### config.mk
export PLATFORM = sky130hd
export DESIGN_NAME = thermostat_band_pwm_controller_flat
export DESIGN_NICKNAME = d
export VERILOG_FILES = /design/src/rtl/thbp_pkg.sv /design/src/rtl/thbp_intf.sv /design/src/rtl/thermostat_band_pwm_controller.sv /design/src/rtl/thbp_front.sv /design/src/rtl/thbp_fifo.sv /design/src/rtl/thbp_back.sv /design/src/flat_wrapper.sv
export SDC_FILE = /design/constraint.sdc
export NUM_CORES = 2
export LEC_CHECK = 0
export BUFFER_PORTS_ARGS = -buffer_cell sky130_fd_sc_hd__buf_2
export CORE_AREA = 5 5 388 237
export CTS_CLUSTER_DIAMETER = 120
export DETAILED_ROUTE_END_ITERATION = 16
export DIE_AREA = 0 0 393 242
export GPL_TIMING_DRIVEN = 1
export PLACE_DENSITY = 0.73
export SLEW_MARGIN = 20
export SYNTH_ARGS = -nofsm -noshare
export SYNTH_HDL_FRONTEND = slang
export SYNTH_SLANG_ARGS = --single-unit
### constraint.sdc
create_clock -name clock -period 17.7 [get_ports clock]
set_clock_uncertainty 0.15 [all_clocks]
set_input_delay 2.655 -clock clock [delete_from_list [all_inputs] [get_ports clock]]
set_output_delay 2.655 -clock clock [all_outputs]
set_load 0.01 [all_outputs]
### src/rtl/thbp_pkg.sv
// Package with shared types, codes and fixed constants of the thermostat band controller.
package thbp_pkg;

   // Fixed field widths
   localparam int CENTI_W    = 14;
   localparam int MEAS_W     = 15;
   localparam int OFFSET_W   = 11;
   localparam int LIMIT_W    = 15;
   localparam int CSR_DATA_W = 15;
   localparam int CSR_IDX_W  = 2;
   localparam int DUTY_W     = 7;
   localparam int CMP_W      = 10;

   // Divider sizing: numerator is diff*100 (diff <= 10000), quotient below 128
   localparam int DIV_W  = 20;
   localparam int QUO_W  = 7;
   localparam int STEP_W = 3;

   // Job queue between front and back end
   localparam int FIFO_DEPTH = 8;
   localparam int FIFO_PTR_W = 3;
   localparam int FIFO_CNT_W = 4;
   localparam int PIPE_CNT_W = 3;

   // Arithmetic constants
   localparam logic [CENTI_W-1:0] CENTI_FULL_SCALE  = 14'd10000;
   localparam logic [CENTI_W-1:0] BAND_PAD_CENTI    = 14'd10;
   localparam logic [DUTY_W-1:0]  DUTY_MAX          = 7'd100;
   localparam logic [DUTY_W-1:0]  DUTY_ON_THRESHOLD = 7'd10;

   // Divide by 100 as multiply by ceil(2^30/100), exact below 14.1e6
   localparam int             RECIP_W     = 24;
   localparam int             RECIP_SHIFT = 30;
   localparam logic [RECIP_W-1:0] RECIP_100 = 24'd10737419;

   // Register reset values
   localparam logic signed [OFFSET_W-1:0] CFG_OFFSET_RESET    = 11'sd0;
   localparam logic signed [LIMIT_W-1:0]  CFG_SAFE_HIGH_RESET = 15'sd5000;
   localparam logic signed [LIMIT_W-1:0]  CFG_SAFE_LOW_RESET  = -15'sd1000;

   typedef enum logic [CSR_IDX_W-1:0] {
      CSR_TEMP_OFFSET = 2'd0,
      CSR_SAFE_HIGH   = 2'd1,
      CSR_SAFE_LOW    = 2'd2
   } csr_index_type;

   typedef enum logic [1:0] {
      STATUS_INSIDE = 2'd0,
      STATUS_ABOVE  = 2'd1,
      STATUS_BELOW  = 2'd2
   } band_status_type;

   typedef enum logic [2:0] {
      BK_IDLE,
      BK_DIV,
      BK_PROD,
      BK_SCALE,
      BK_EMIT
   } back_state_type;

   typedef struct packed {
      logic signed [OFFSET_W-1:0] temp_offset;
      logic signed [LIMIT_W-1:0]  safe_high;
      logic signed [LIMIT_W-1:0]  safe_low;
   } cfg_type;

   // Classified item handed from front to back end
   typedef struct packed {
      band_status_type           status;
      logic                      range_error;
      logic signed [MEAS_W-1:0]  meas;
      logic [CENTI_W-1:0]        diff;
      logic [CENTI_W-1:0]        divisor;
   } job_type;

   // Queue status seen by the top level and back end
   typedef struct packed {
      logic                  empty;
      logic [FIFO_CNT_W-1:0] count;
   } fifo_status_type;

endpackage

### src/rtl/thbp_intf.sv
// Valid/ready channel interfaces for input readings and result beats.
interface thbp_req_if #(parameter int ADC_BITS = 12) ();
   logic                valid;
   logic                ready;
   logic [ADC_BITS-1:0] measured_raw;
   logic [ADC_BITS-1:0] setpoint_raw;
   logic [ADC_BITS-1:0] band_raw;

   modport source (output valid, measured_raw, setpoint_raw, band_raw, input ready);
   modport sink   (input valid, measured_raw, setpoint_raw, band_raw, output ready);
endinterface

interface thbp_rsp_if ();
   logic              valid;
   logic              ready;
   logic [1:0]        band_status;
   logic [6:0]        duty_percent;
   logic [9:0]        compare_value;
   logic              compressor_on;
   logic              range_error;
   logic signed [14:0] measured_centi;

   modport source (output valid, band_status, duty_percent, compare_value, compressor_on,
                   range_error, measured_centi, input ready);
   modport sink   (input valid, band_status, duty_percent, compare_value, compressor_on,
                   range_error, measured_centi, output ready);
endinterface

### src/rtl/thermostat_band_pwm_controller.sv
// Path of a beat: 4 front stages, the queue write, then the back-end states idle, product,
// scale and emit outside the band, with the 7-step divide between idle and product inside it.
// The back end pops a new job only from idle, after emitting the last one, and emit waits for a
// free output register; the front takes a beat a cycle while the 8-entry queue has credit.
// Synchronous active-high reset empties the pipeline and queue and loads register defaults:
// offset 0, upper safe limit 5000, lower safe limit -1000 centidegrees.
module thermostat_band_pwm_controller
   import thbp_pkg::*;
#(
   parameter int ADC_BITS   = 12,
   parameter int PWM_PERIOD = 999
) (
   input  logic                  clock,
   input  logic                  reset,
   thbp_req_if.sink              req_chan,
   thbp_rsp_if.source            rsp_chan,
   input  logic                  csr_write_enable,
   input  logic [CSR_IDX_W-1:0]  csr_index,
   input  logic [CSR_DATA_W-1:0] csr_write_data
);

   cfg_type               cfg_ff;
   logic                  accept_ok;
   logic                  job_valid;
   job_type               job;
   logic [PIPE_CNT_W-1:0] pipe_count;
   logic                  pop;
   job_type               head;
   fifo_status_type       fifo_status;
   logic [FIFO_CNT_W:0]   credit_used;

   // Write configuration registers; unknown indexes are dropped
   always_ff @(posedge clock) begin
      if (reset) begin
         cfg_ff.temp_offset <= CFG_OFFSET_RESET;
         cfg_ff.safe_high   <= CFG_SAFE_HIGH_RESET;
         cfg_ff.safe_low    <= CFG_SAFE_LOW_RESET;
      end else if (csr_write_enable) begin
         unique case (csr_index)
            CSR_TEMP_OFFSET: cfg_ff.temp_offset <= csr_write_data[OFFSET_W-1:0];
            CSR_SAFE_HIGH:   cfg_ff.safe_high   <= csr_write_data[LIMIT_W-1:0];
            CSR_SAFE_LOW:    cfg_ff.safe_low    <= csr_write_data[LIMIT_W-1:0];
            default: begin
            end
         endcase
      end
   end

   // Admit a beat only while queue slots cover every job still in flight
   assign credit_used = (FIFO_CNT_W + 1)'(fifo_status.count) + (FIFO_CNT_W + 1)'(pipe_count);
   assign accept_ok   = credit_used < (FIFO_CNT_W + 1)'(FIFO_DEPTH);

   thbp_front #(
      .ADC_BITS (ADC_BITS)
   ) u_front (
      .clock      (clock),
      .reset      (reset),
      .req_chan   (req_chan),
      .accept_ok  (accept_ok),
      .cfg        (cfg_ff),
      .job_valid  (job_valid),
      .job        (job),
      .pipe_count (pipe_count)
   );

   thbp_fifo u_fifo (
      .clock    (clock),
      .reset    (reset),
      .push     (job_valid),
      .push_job (job),
      .pop      (pop),
      .head     (head),
      .status   (fifo_status)
   );

   thbp_back #(
      .PWM_PERIOD (PWM_PERIOD)
   ) u_back (
      .clock       (clock),
      .reset       (reset),
      .head        (head),
      .fifo_status (fifo_status),
      .pop         (pop),
      .rsp_chan    (rsp_chan)
   );

endmodule

### src/rtl/thbp_front.sv
// Front end: accepts readings, scales them to centidegrees and classifies against the band.
module thbp_front
   import thbp_pkg::*;
#(
   parameter int ADC_BITS = 12
) (
   input  logic                  clock,
   input  logic                  reset,
   thbp_req_if.sink              req_chan,
   input  logic                  accept_ok,
   input  cfg_type               cfg,
   output logic                  job_valid,
   output job_type               job,
   output logic [PIPE_CNT_W-1:0] pipe_count
);

   localparam int PROD_W = ADC_BITS + CENTI_W;
   localparam int R_W    = ((ADC_BITS > CENTI_W) ? ADC_BITS : CENTI_W) + 1;
   localparam logic [R_W-1:0] ADC_MAX = R_W'((1 << ADC_BITS) - 1);
   localparam int NCH    = 3;

   logic                 accept;
   logic [ADC_BITS-1:0]  raw [NCH];
   logic [3:0]           valid_ff;
   logic [PROD_W-1:0]    prod_ff [NCH];
   logic [CENTI_W-1:0]   q0_ff [NCH];
   logic [R_W-1:0]       r1_ff [NCH];
   logic [CENTI_W-1:0]   centi_ff [NCH];
   logic [R_W-1:0]       q1 [NCH];
   logic [R_W-1:0]       r2 [NCH];
   job_type              job_ff;

   logic signed [16:0] meas_s, setp_s, band_s, hi_s, lo_s, upper_s, lower_s, diff_s;
   logic               above, below, err;
   job_type            job_in;

   assign accept         = req_chan.valid && accept_ok;
   assign req_chan.ready = accept_ok;
   assign raw[0] = req_chan.measured_raw;
   assign raw[1] = req_chan.setpoint_raw;
   assign raw[2] = req_chan.band_raw;

   // Advance stage valid bits; the pipeline never stalls, the queue credit covers it
   always_ff @(posedge clock) begin
      if (reset) begin
         valid_ff <= '0;
      end else begin
         valid_ff <= {valid_ff[2:0], accept};
      end
   end

   // Scale each code: raw*10000/(2^B-1) by folding the high part back twice
   for (genvar c = 0; c < NCH; c++) begin : g_scale
      assign q1[c] = r1_ff[c] >> ADC_BITS;
      assign r2[c] = R_W'(r1_ff[c][ADC_BITS-1:0]) + q1[c];

      always_ff @(posedge clock) begin
         prod_ff[c]  <= PROD_W'(raw[c]) * PROD_W'(CENTI_FULL_SCALE);
         q0_ff[c]    <= CENTI_W'(prod_ff[c] >> ADC_BITS);
         r1_ff[c]    <= R_W'(prod_ff[c][ADC_BITS-1:0])
                        + R_W'(prod_ff[c] >> ADC_BITS);
         centi_ff[c] <= CENTI_W'(R_W'(q0_ff[c]) + q1[c] + R_W'(r2[c] >= ADC_MAX));
      end
   end

   // Classify against band and safe limits
   always_comb begin
      meas_s  = {3'b000, centi_ff[0]} - {{6{cfg.temp_offset[OFFSET_W-1]}}, cfg.temp_offset};
      setp_s  = {3'b000, centi_ff[1]};
      band_s  = {3'b000, centi_ff[2]};
      hi_s    = {{2{cfg.safe_high[LIMIT_W-1]}}, cfg.safe_high};
      lo_s    = {{2{cfg.safe_low[LIMIT_W-1]}}, cfg.safe_low};
      upper_s = setp_s + band_s;
      lower_s = setp_s - band_s;
      diff_s  = meas_s - setp_s;
      above   = meas_s > upper_s;
      below   = meas_s < lower_s;
      err     = (meas_s > hi_s) || (meas_s < lo_s);

      job_in.range_error = err;
      job_in.meas        = meas_s[MEAS_W-1:0];
      job_in.divisor     = centi_ff[2] + BAND_PAD_CENTI;
      job_in.diff        = '0;
      if (above) begin
         job_in.status = STATUS_ABOVE;
      end else if (below) begin
         job_in.status = STATUS_BELOW;
      end else begin
         job_in.status = STATUS_INSIDE;
         if (!diff_s[16]) begin
            job_in.diff = diff_s[CENTI_W-1:0];
         end
      end
   end

   always_ff @(posedge clock) begin
      job_ff <= job_in;
   end

   assign job_valid  = valid_ff[3];
   assign job        = job_ff;
   assign pipe_count = PIPE_CNT_W'($countones(valid_ff));

endmodule

### src/rtl/thbp_fifo.sv
// Short job queue decoupling the classifying front end from the duty back end.
module thbp_fifo
   import thbp_pkg::*;
(
   input  logic            clock,
   input  logic            reset,
   input  logic            push,
   input  job_type         push_job,
   input  logic            pop,
   output job_type         head,
   output fifo_status_type status
);

   job_type               slot_ff [FIFO_DEPTH];
   logic [FIFO_PTR_W-1:0] wr_ptr_ff;
   logic [FIFO_PTR_W-1:0] rd_ptr_ff;
   logic [FIFO_CNT_W-1:0] count_ff;

   // Store pushed jobs
   always_ff @(posedge clock) begin
      if (push) begin
         slot_ff[wr_ptr_ff] <= push_job;
      end
   end

   // Advance pointers and occupancy
   always_ff @(posedge clock) begin
      if (reset) begin
         wr_ptr_ff <= '0;
         rd_ptr_ff <= '0;
         count_ff  <= '0;
      end else begin
         if (push) begin
            wr_ptr_ff <= wr_ptr_ff + 1'b1;
         end
         if (pop) begin
            rd_ptr_ff <= rd_ptr_ff + 1'b1;
         end
         count_ff <= count_ff + FIFO_CNT_W'(push) - FIFO_CNT_W'(pop);
      end
   end

   assign head         = slot_ff[rd_ptr_ff];
   assign status.empty = (count_ff == '0);
   assign status.count = count_ff;

endmodule

### src/rtl/thbp_back.sv
// Back end: divides for proportional duty, scales the timer compare and drives result beats.
module thbp_back
   import thbp_pkg::*;
#(
   parameter int PWM_PERIOD = 999
) (
   input  logic            clock,
   input  logic            reset,
   input  job_type         head,
   input  fifo_status_type fifo_status,
   output logic            pop,
   thbp_rsp_if.source      rsp_chan
);

   localparam int PWM_W   = $clog2(PWM_PERIOD + 1);
   localparam int PROD_W  = DUTY_W + PWM_W;
   localparam int SCALE_W = (PROD_W + RECIP_W > RECIP_SHIFT + CMP_W) ?
                            PROD_W + RECIP_W : RECIP_SHIFT + CMP_W;

   back_state_type      state_ff, state_in;
   job_type             job_ff, job_in;
   logic [DIV_W-1:0]    rem_ff, rem_in;
   logic [QUO_W-1:0]    quo_ff, quo_in;
   logic [STEP_W-1:0]   step_ff, step_in;
   logic [DUTY_W-1:0]   duty_ff, duty_in;
   logic [PROD_W-1:0]   prod_ff, prod_in;
   logic [SCALE_W-1:0]  scale_ff, scale_in;

   logic                rsp_valid_ff, rsp_valid_in;
   band_status_type     rsp_status_ff, rsp_status_in;
   logic [DUTY_W-1:0]   rsp_duty_ff, rsp_duty_in;
   logic [CMP_W-1:0]    rsp_cmp_ff, rsp_cmp_in;
   logic                rsp_comp_ff, rsp_comp_in;
   logic                rsp_err_ff, rsp_err_in;
   logic signed [MEAS_W-1:0] rsp_meas_ff, rsp_meas_in;

   logic [DIV_W-1:0]    shifted;
   logic                fits;
   logic [QUO_W-1:0]    quo_next;

   // Sequence one job: divide (inside the band only), multiply by period, divide by 100, emit
   always_comb begin
      state_in      = state_ff;
      job_in        = job_ff;
      rem_in        = rem_ff;
      quo_in        = quo_ff;
      step_in       = step_ff;
      duty_in       = duty_ff;
      prod_in       = prod_ff;
      scale_in      = scale_ff;
      pop           = 1'b0;
      rsp_valid_in  = rsp_valid_ff && !rsp_chan.ready;
      rsp_status_in = rsp_status_ff;
      rsp_duty_in   = rsp_duty_ff;
      rsp_cmp_in    = rsp_cmp_ff;
      rsp_comp_in   = rsp_comp_ff;
      rsp_err_in    = rsp_err_ff;
      rsp_meas_in   = rsp_meas_ff;

      shifted  = DIV_W'(job_ff.divisor) << step_ff;
      fits     = rem_ff >= shifted;
      quo_next = {quo_ff[QUO_W-2:0], fits};

      unique case (state_ff)
         BK_IDLE: begin
            if (!fifo_status.empty) begin
               pop     = 1'b1;
               job_in  = head;
               rem_in  = DIV_W'(head.diff) * DIV_W'(DUTY_MAX);
               quo_in  = '0;
               step_in = STEP_W'(QUO_W - 1);
               if (head.status == STATUS_INSIDE) begin
                  state_in = BK_DIV;
               end else begin
                  duty_in  = (head.status == STATUS_ABOVE) ? DUTY_MAX : '0;
                  state_in = BK_PROD;
               end
            end
         end
         BK_DIV: begin
            // one quotient bit a cycle; quotient stays below 128 as diff <= band
            if (fits) begin
               rem_in = rem_ff - shifted;
            end
            quo_in  = quo_next;
            step_in = step_ff - 1'b1;
            if (step_ff == '0) begin
               duty_in  = (quo_next > DUTY_MAX) ? DUTY_MAX : quo_next;
               state_in = BK_PROD;
            end
         end
         BK_PROD: begin
            prod_in  = PROD_W'(duty_ff) * PROD_W'(PWM_PERIOD);
            state_in = BK_SCALE;
         end
         BK_SCALE: begin
            scale_in = SCALE_W'(prod_ff) * SCALE_W'(RECIP_100);
            state_in = BK_EMIT;
         end
         BK_EMIT: begin
            // hold until the output register is free
            if (!rsp_valid_ff || rsp_chan.ready) begin
               rsp_valid_in  = 1'b1;
               rsp_status_in = job_ff.status;
               rsp_duty_in   = duty_ff;
               rsp_cmp_in    = job_ff.range_error ? '0 : scale_ff[RECIP_SHIFT +: CMP_W];
               rsp_comp_in   = (job_ff.status == STATUS_ABOVE) ||
                               ((job_ff.status == STATUS_INSIDE) &&
                                (duty_ff > DUTY_ON_THRESHOLD));
               rsp_err_in    = job_ff.range_error;
               rsp_meas_in   = job_ff.meas;
               state_in      = BK_IDLE;
            end
         end
         default: begin
            state_in = BK_IDLE;
         end
      endcase
   end

   always_ff @(posedge clock) begin
      if (reset) begin
         state_ff     <= BK_IDLE;
         rsp_valid_ff <= 1'b0;
      end else begin
         state_ff     <= state_in;
         rsp_valid_ff <= rsp_valid_in;
      end
   end

   always_ff @(posedge clock) begin
      job_ff        <= job_in;
      rem_ff        <= rem_in;
      quo_ff        <= quo_in;
      step_ff       <= step_in;
      duty_ff       <= duty_in;
      prod_ff       <= prod_in;
      scale_ff      <= scale_in;
      rsp_status_ff <= rsp_status_in;
      rsp_duty_ff   <= rsp_duty_in;
      rsp_cmp_ff    <= rsp_cmp_in;
      rsp_comp_ff   <= rsp_comp_in;
      rsp_err_ff    <= rsp_err_in;
      rsp_meas_ff   <= rsp_meas_in;
   end

   assign rsp_chan.valid          = rsp_valid_ff;
   assign rsp_chan.band_status    = rsp_status_ff;
   assign rsp_chan.duty_percent   = rsp_duty_ff;
   assign rsp_chan.compare_value  = rsp_cmp_ff;
   assign rsp_chan.compressor_on  = rsp_comp_ff;
   assign rsp_chan.range_error    = rsp_err_ff;
   assign rsp_chan.measured_centi = rsp_meas_ff;

endmodule

### src/flat_wrapper.sv
// flat-port wrapper written by rule: the top's interface ports become plain ports
module thermostat_band_pwm_controller_flat import thbp_pkg::*;
#(
   parameter int ADC_BITS   = 12,
   parameter int PWM_PERIOD = 999
)
  (clock, reset, csr_write_enable, csr_index, csr_write_data, req_chan_valid, req_chan_measured_raw, req_chan_setpoint_raw, req_chan_band_raw, req_chan_ready, rsp_chan_valid, rsp_chan_band_status, rsp_chan_duty_percent, rsp_chan_compare_value, rsp_chan_compressor_on, rsp_chan_range_error, rsp_chan_measured_centi, rsp_chan_ready);
  thbp_req_if #(.ADC_BITS(ADC_BITS)) req_chan_i ();
  thbp_rsp_if rsp_chan_i ();
  input  logic clock;
  input  logic reset;
  input  logic csr_write_enable;
  input  logic [CSR_IDX_W-1:0] csr_index;
  input  logic [CSR_DATA_W-1:0] csr_write_data;
  input wire logic [$bits(req_chan_i.valid)-1:0] req_chan_valid;
  input wire logic [$bits(req_chan_i.measured_raw)-1:0] req_chan_measured_raw;
  input wire logic [$bits(req_chan_i.setpoint_raw)-1:0] req_chan_setpoint_raw;
  input wire logic [$bits(req_chan_i.band_raw)-1:0] req_chan_band_raw;
  output wire logic [$bits(req_chan_i.ready)-1:0] req_chan_ready;
  output wire logic [$bits(rsp_chan_i.valid)-1:0] rsp_chan_valid;
  output wire logic [$bits(rsp_chan_i.band_status)-1:0] rsp_chan_band_status;
  output wire logic [$bits(rsp_chan_i.duty_percent)-1:0] rsp_chan_duty_percent;
  output wire logic [$bits(rsp_chan_i.compare_value)-1:0] rsp_chan_compare_value;
  output wire logic [$bits(rsp_chan_i.compressor_on)-1:0] rsp_chan_compressor_on;
  output wire logic [$bits(rsp_chan_i.range_error)-1:0] rsp_chan_range_error;
  output wire logic [$bits(rsp_chan_i.measured_centi)-1:0] rsp_chan_measured_centi;
  input wire logic [$bits(rsp_chan_i.ready)-1:0] rsp_chan_ready;
  assign req_chan_i.valid = req_chan_valid;
  assign req_chan_i.measured_raw = req_chan_measured_raw;
  assign req_chan_i.setpoint_raw = req_chan_setpoint_raw;
  assign req_chan_i.band_raw = req_chan_band_raw;
  assign req_chan_ready = req_chan_i.ready;
  assign rsp_chan_valid = rsp_chan_i.valid;
  assign rsp_chan_band_status = rsp_chan_i.band_status;
  assign rsp_chan_duty_percent = rsp_chan_i.duty_percent;
  assign rsp_chan_compare_value = rsp_chan_i.compare_value;
  assign rsp_chan_compressor_on = rsp_chan_i.compressor_on;
  assign rsp_chan_range_error = rsp_chan_i.range_error;
  assign rsp_chan_measured_centi = rsp_chan_i.measured_centi;
  assign rsp_chan_i.ready = rsp_chan_ready;
  thermostat_band_pwm_controller #(.ADC_BITS(ADC_BITS), .PWM_PERIOD(PWM_PERIOD)) u_core (.clock(clock), .reset(reset), .req_chan(req_chan_i), .rsp_chan(rsp_chan_i), .csr_write_enable(csr_write_enable), .csr_index(csr_index), .csr_write_data(csr_write_data));
endmodule
# After elaboration in Yosys (flattened, before gate mapping)
# Memories as Yosys holds them, arrays and structs flattened. A register that Yosys moved wholly into a read port is not among the register bits.
# Cells that the tools add are included.
# totals
regBits	266
latch_bits	0
ram_bits	563
mem_bits_ro	0
input_bits	58
out_inout_bits	38
wordCells	146
n_memories	5
# classes
add_sub_neg	27
n_mul	6
div	0
n_lt_le_gt_ge	11
n_eq_ne	13
n_shift	1
muxes	27
bitwise_logic	1
n_reduce_logical	25
# mem_list
name	depth	word_bits	rd	rd_ports_with_merged_regs	wr	line	source
u_core.u_fifo.slot_ff	8	46	1	1	1	thbp_fifo.sv:14	job_type slot_ff [FIFO_DEPTH];
u_core.u_front.prod_ff	3	22	3	0	3	thbp_front.sv:25	logic [PROD_W-1:0] prod_ff [NCH];
u_core.u_front.r1_ff	3	15	3	0	3	thbp_front.sv:27	logic [R_W-1:0] r1_ff [NCH];
u_core.u_front.centi_ff	3	14	3	0	3	thbp_front.sv:28	logic [CENTI_W-1:0] centi_ff [NCH];
u_core.u_front.q0_ff	3	14	3	0	3	thbp_front.sv:26	logic [CENTI_W-1:0] q0_ff [NCH];
# op_table
operator	count
$mul A12 B10 Y22 const B	3
$add A12 B14 Y15	3
$add A14 B1 Y14	3
$add A14 B3 Y14	3
$mul A17 B24 Y40 const B	1
$mux W20	2
$pmux W20 S2	1
$add A12 B3 Y13	3
$ge A13 B12 Y1 const B	3
$mux W7	5
$lt A16 B15 Y1	2
$ge A20 B20 Y1	1
$shl A14 B3 Y20	1
$sub A20 B20 Y20	1
$mul A14 B5 Y18 const B	1
$mux W3	6
$mul A7 B10 Y17 const B	1
$sub A16 B15 Y17	1
$gt A16 B15 Y1	1
$gt A16 B16 Y1	1
$sub A15 B11 Y16	1
$add A14 B14 Y15	1
$pmux W3 S5	1
$sub A14 B14 Y15	1
35 further kinds	64

# Logic depth before layout (Yosys ltp)
# logic_depth
word_depth	6
depth_mapped	22
depth_no_buf	22

# Modules after synthesis
# Synthesis repeated with hierarchy kept, for this count alone.
# unflattened
cells_unflattened	3991
area_unflattened_um2	48529.0
# by_module_without_submodules
module	instances	cells_per_inst	area_per_inst_um2	seq_area_each_um2
thbp_front	1	1830	17097.6	4664.5
thbp_back	1	1394	15031.9	4013.8
thbp_fifo	1	599	14670.3	11310.8
thermostat_band_pwm_controller	1	168	1729.2	820.8

# Worst setup path before layout
# No wires, ideal clock.
# synth_timing
kind	input to register
startpoint	input port req_chan_band_raw[4]
endpoint	memory u_core.u_front.prod_ff[0][65] in the netlist's numbering
setup_ns	0.072
arrival_time_ns	6.543
t_required_ns	17.478
path_slack_ns	10.934
stages	18
path_buffers	0
path_cell_list	fa_1 > ha_1 > inv_1 > fa_1 > inv_1 > ha_1 > inv_1 > fa_1 > inv_1 > ha_1 > o21a_1 > nor2_1 > o31ai_1 > o41ai_1 > o22ai_1 > o21a_1 > nor2_1 > xnor2_1
# synth_rtl
element	line	source
start, declared	flat_wrapper.sv:18	input wire logic [$bits(req_chan_i.band_raw)-1:0] req_chan_band_raw;
end, declared	thbp_front.sv:25	

==> results.py <==
metrics = {
    "hold_path": {
        "whs_path_depth": 0,
        "min_path_type": "reg2reg",
    },
    "timing": {
        "post-route-period-util_pct": 37.69,
        "maxSlewViolCount": 0,
        "worst_pin_slew_ps": 1116,
        "slew_headroom_pct": 25.09,
        "timing.final.hold_violations": 0,
        "fin_crit_ps": 6670,
        "rsz0062_at_grt": "false",
        "finalSetupViolCount": 0,
        "clock.fmax_ghz": 0.1499,
        "setup_tns_ps": 0,
    },
    "worst_setup_path": {
        "crit_fanout": 5,
        "cp.arrival_ps": 7110,
        "worstPathCellList": "buf_2, fa_1, ha_1, inv_1, fa_1, inv_1, ha_1, inv_1, fa_1, inv_1, ha_1, o21a_1, nor2_1, o31ai_1, o41ai_1, o22ai_1, o21a_1, nor2_1, xnor2_1",
        "required_ps": 18140,
        "rr_worst_depth": 19,
        "max_stage_delay_ps": 540,
        "worstSetupPathType": "in2reg",
        "start_kind": "input port",
        "slowest_stage": "o41ai_1",
        "endpoint_kind": "flop",
        "path_common_cell": "inv_1",
        "ff2ff_setup_slack_ps": 11070,
    },
    "finish": {
        "synthToLayoutAreaGrowth_pct": 9.845,
        "final_common_cell": "inv_1",
        "final_cell_mix": "inv_1 (620), ha_1 (618), edfxtp_1 (499), dfxtp_1 (288), fa_1 (243)",
        "drive_gt1_share_pct": 10.63,
        "nets": 4892,
    },
    "run_status": {
        "status": "finished, final reports clean",
    },
    "global_routing": {
        "grt_max_degree": 61,
        "track_usage_pct": 21.92,
        "grt_pass1_vias": 28240,
        "grt_pass1_wl_mm": 162.0,
        "gr-total-overflow": 0,
        "antenna_found_initial": 9,
    },
    "clock_network": {
        "hold_buffers": 0,
        "numCtsBuffers": 76,
        "post_cts_resized": 0,
        "clk_pin_slew_ps": 60,
        "cts_sinks": 790,
        "cts_tree": "yes",
        "cts-root-buf": "clkbuf_16",
        "clockBufferDepth": 3,
        "insertion_delay_ps": 660,
        "post_cts_buffers": 0,
        "htree_levels": 3,
    },
    "detailed_routing": {
        "vias": 28560,
        "dr.pass1.iters": 5,
        "drt_iter0_drc": 2128,
        "drt.antenna.violating_nets": 0,
        "finalWirelength_mm": 102.3,
        "wire_per_inst_um": 19.62,
        "viasPerCell": 5.478,
        "drc_errors": 0,
    },
    "placed_design": {
        "portBuffers": 95,
        "gp_congestion": 0.9405,
        "place.detailed.hpwl_mm": 76.59,
    },
    "synthesis": {
        "synth-edff-count": 499,
        "synth_area_mm2": 0.04712,
        "synthAdderAreaFrac_pct": 26.73,
        "synth_cell_type_count": 71,
        "yosysWarningCount": 0,
        "ys.flop_type": "edfxtp_1",
        "ys_ff_latch": 790,
        "synth_top_family_by_area": "adder cells",
        "synthSimpleGateAreaFrac_pct": 6.333,
        "synthesis.nets": 4752,
        "synthArstFlopShare_pct": 0,
        "synth-xor-area-share_pct": 4.201,
        "muxShareOfSynthArea_pct": 6.295,
        "synth_compound_area_share_pct": 6.797,
        "yosysSeqAreaShare_pct": 44.16,
        "syn_inst": 3833,
        "synth_area_per_cell_um2": 12.29,
    },
    "die": {
        "initial_core_util_pct": 53.26,
        "die_w_um": 393,
        "ios": 96,
        "rows": 85,
        "dieArea_mm2": 0.09511,
        "chipHeight_um": 242,
        "core_area_mm2": 0.08848,
    },
    "run": {
        "maxCapViolCount": 0,
    },
}
-- final cells by class --
| type | instances | area [µm²] |
|---|---|---|
| Multi-Input combinational cell | 2360 | 23810 |
| Timing Repair Buffer | 125 | 700.7 |
| Inverter | 620 | 2327 |
| Antenna cell | 3 | 7.507 |
| Fill cell | 7042 | 36720 |
| Clock buffer | 92 | 2086 |
| Tap cell | 1174 | 1469 |
| Sequential cell | 790 | 20820 |
| Clock inverter | 50 | 546.8 |
-- worst paths after layout --
path                                startpoint                             to
setup / recovery          req_chan_band_raw[4]  u_core.u_front.prod_ff[0][65]
hold / removal    u_core.u_front.prod_ff[0][8]     u_core.u_front.q0_ff[0][0]
setup reg to reg     u_core.u_back.prod_ff[15]     u_core.u_back.scale_ff[38]
hold reg to reg   u_core.u_front.prod_ff[0][8]     u_core.u_front.q0_ff[0][0]
-- cells by family (layout without fill, tap and decap cells) --
family	count (synthesis)	count (layout)
compound gates	495	495
buf+inv	683	887
simple gates	609	609
other cells	0	3
mux	169	169
flops	790	790
fa+ha+maj	861	861
xor+xnor	226	226
-- critical path: cells and delay by family --
family	cells	cell delay, ps
AOI/OAI and AO/OA	5	1330
xor gates and xnor gates	1	120
and+or+nand+nor	2	260
buffers and inverters	5	340
adders and majority gates	6	2410
-- routing by layer --
metal	wire (µm)	track usage (%)
met5	0	0
met2	41340	30.14
met4	1496	4.064
met3	8670	5.694
met1	50780	34.97
-- synth_stat cells, drive strengths merged (12+ instances only) --
cell type,number,area [µm²]
a211oi,13,102.6
a21o,61,457.9
a21oi,177,893.4
a31oi,12,75.07
and3,23,143.9
buf,16,78.82
clkbuf,47,176.4
dfxtp,291,5826
edfxtp,499,14980
fa,243,4865
ha,618,7732
inv,620,2327
mux2,39,439.2
mux2i,32,320.3
mux4,98,2207
nand2,130,488.0
nand2b,30,187.7
nand3,48,240.2
nand3b,12,90.09
nand4,28,175.2
nor2,172,645.6
nor2b,51,319.1
nor3,60,300.3
o21a,31,232.7
o21ai,71,355.3
o21bai,32,240.2
or3,15,93.84
xnor2,159,1393
xor2,67,586.8
-- sequential cells by signal, summed over array words and instances, names as in the netlist, 4 cells and up, named ones only --
name	cells
u_core.u_fifo.slot_ff	368
u_core.u_front.prod_ff	66
u_core.u_front.job	46
u_core.u_front.centi_ff	42
u_core.u_front.q0_ff	42
u_core.cfg_ff	41
u_core.u_front.r1_ff	33
u_core.u_back.job_ff	32
u_core.u_back.rem_ff	20
u_core.u_back.prod_ff	17
u_core.u_back.rsp_chan.measured_centi	15
u_core.u_back.rsp_chan.compare_value	10
u_core.u_back.scale_ff	10
u_core.u_back.duty_ff	7
u_core.u_back.rsp_chan.duty_percent	7
u_core.u_back.quo_ff	6
u_core.u_fifo.count_ff	4
u_core.u_front.valid_ff	4
-- metrics by stage --
stage / area (µm²) / hold WS (ps) / setup WS [ps] / utilization, % / cells
6_report: 51760 / 176.1 / 11030 / 58.50 / 5214
3_3_place_gp: 49120 / 162.0 / 10460 / 55.51 / 5069
2_1_floorplan: 47120 / 159.6 / 10930 / - / 3833
5_1_grt: 51760 / 183.5 / 10790 / 58.50 / 5214
4_1_cts: 51750 / 176.9 / 11110 / 58.49 / 5211
3_5_place_dp: 49120 / 162.1 / 10410 / 55.51 / 5069
Power is left out: the tool's default activity adds up to more than one toggle a clock period on the data nets, which glitch-free logic cannot reach.
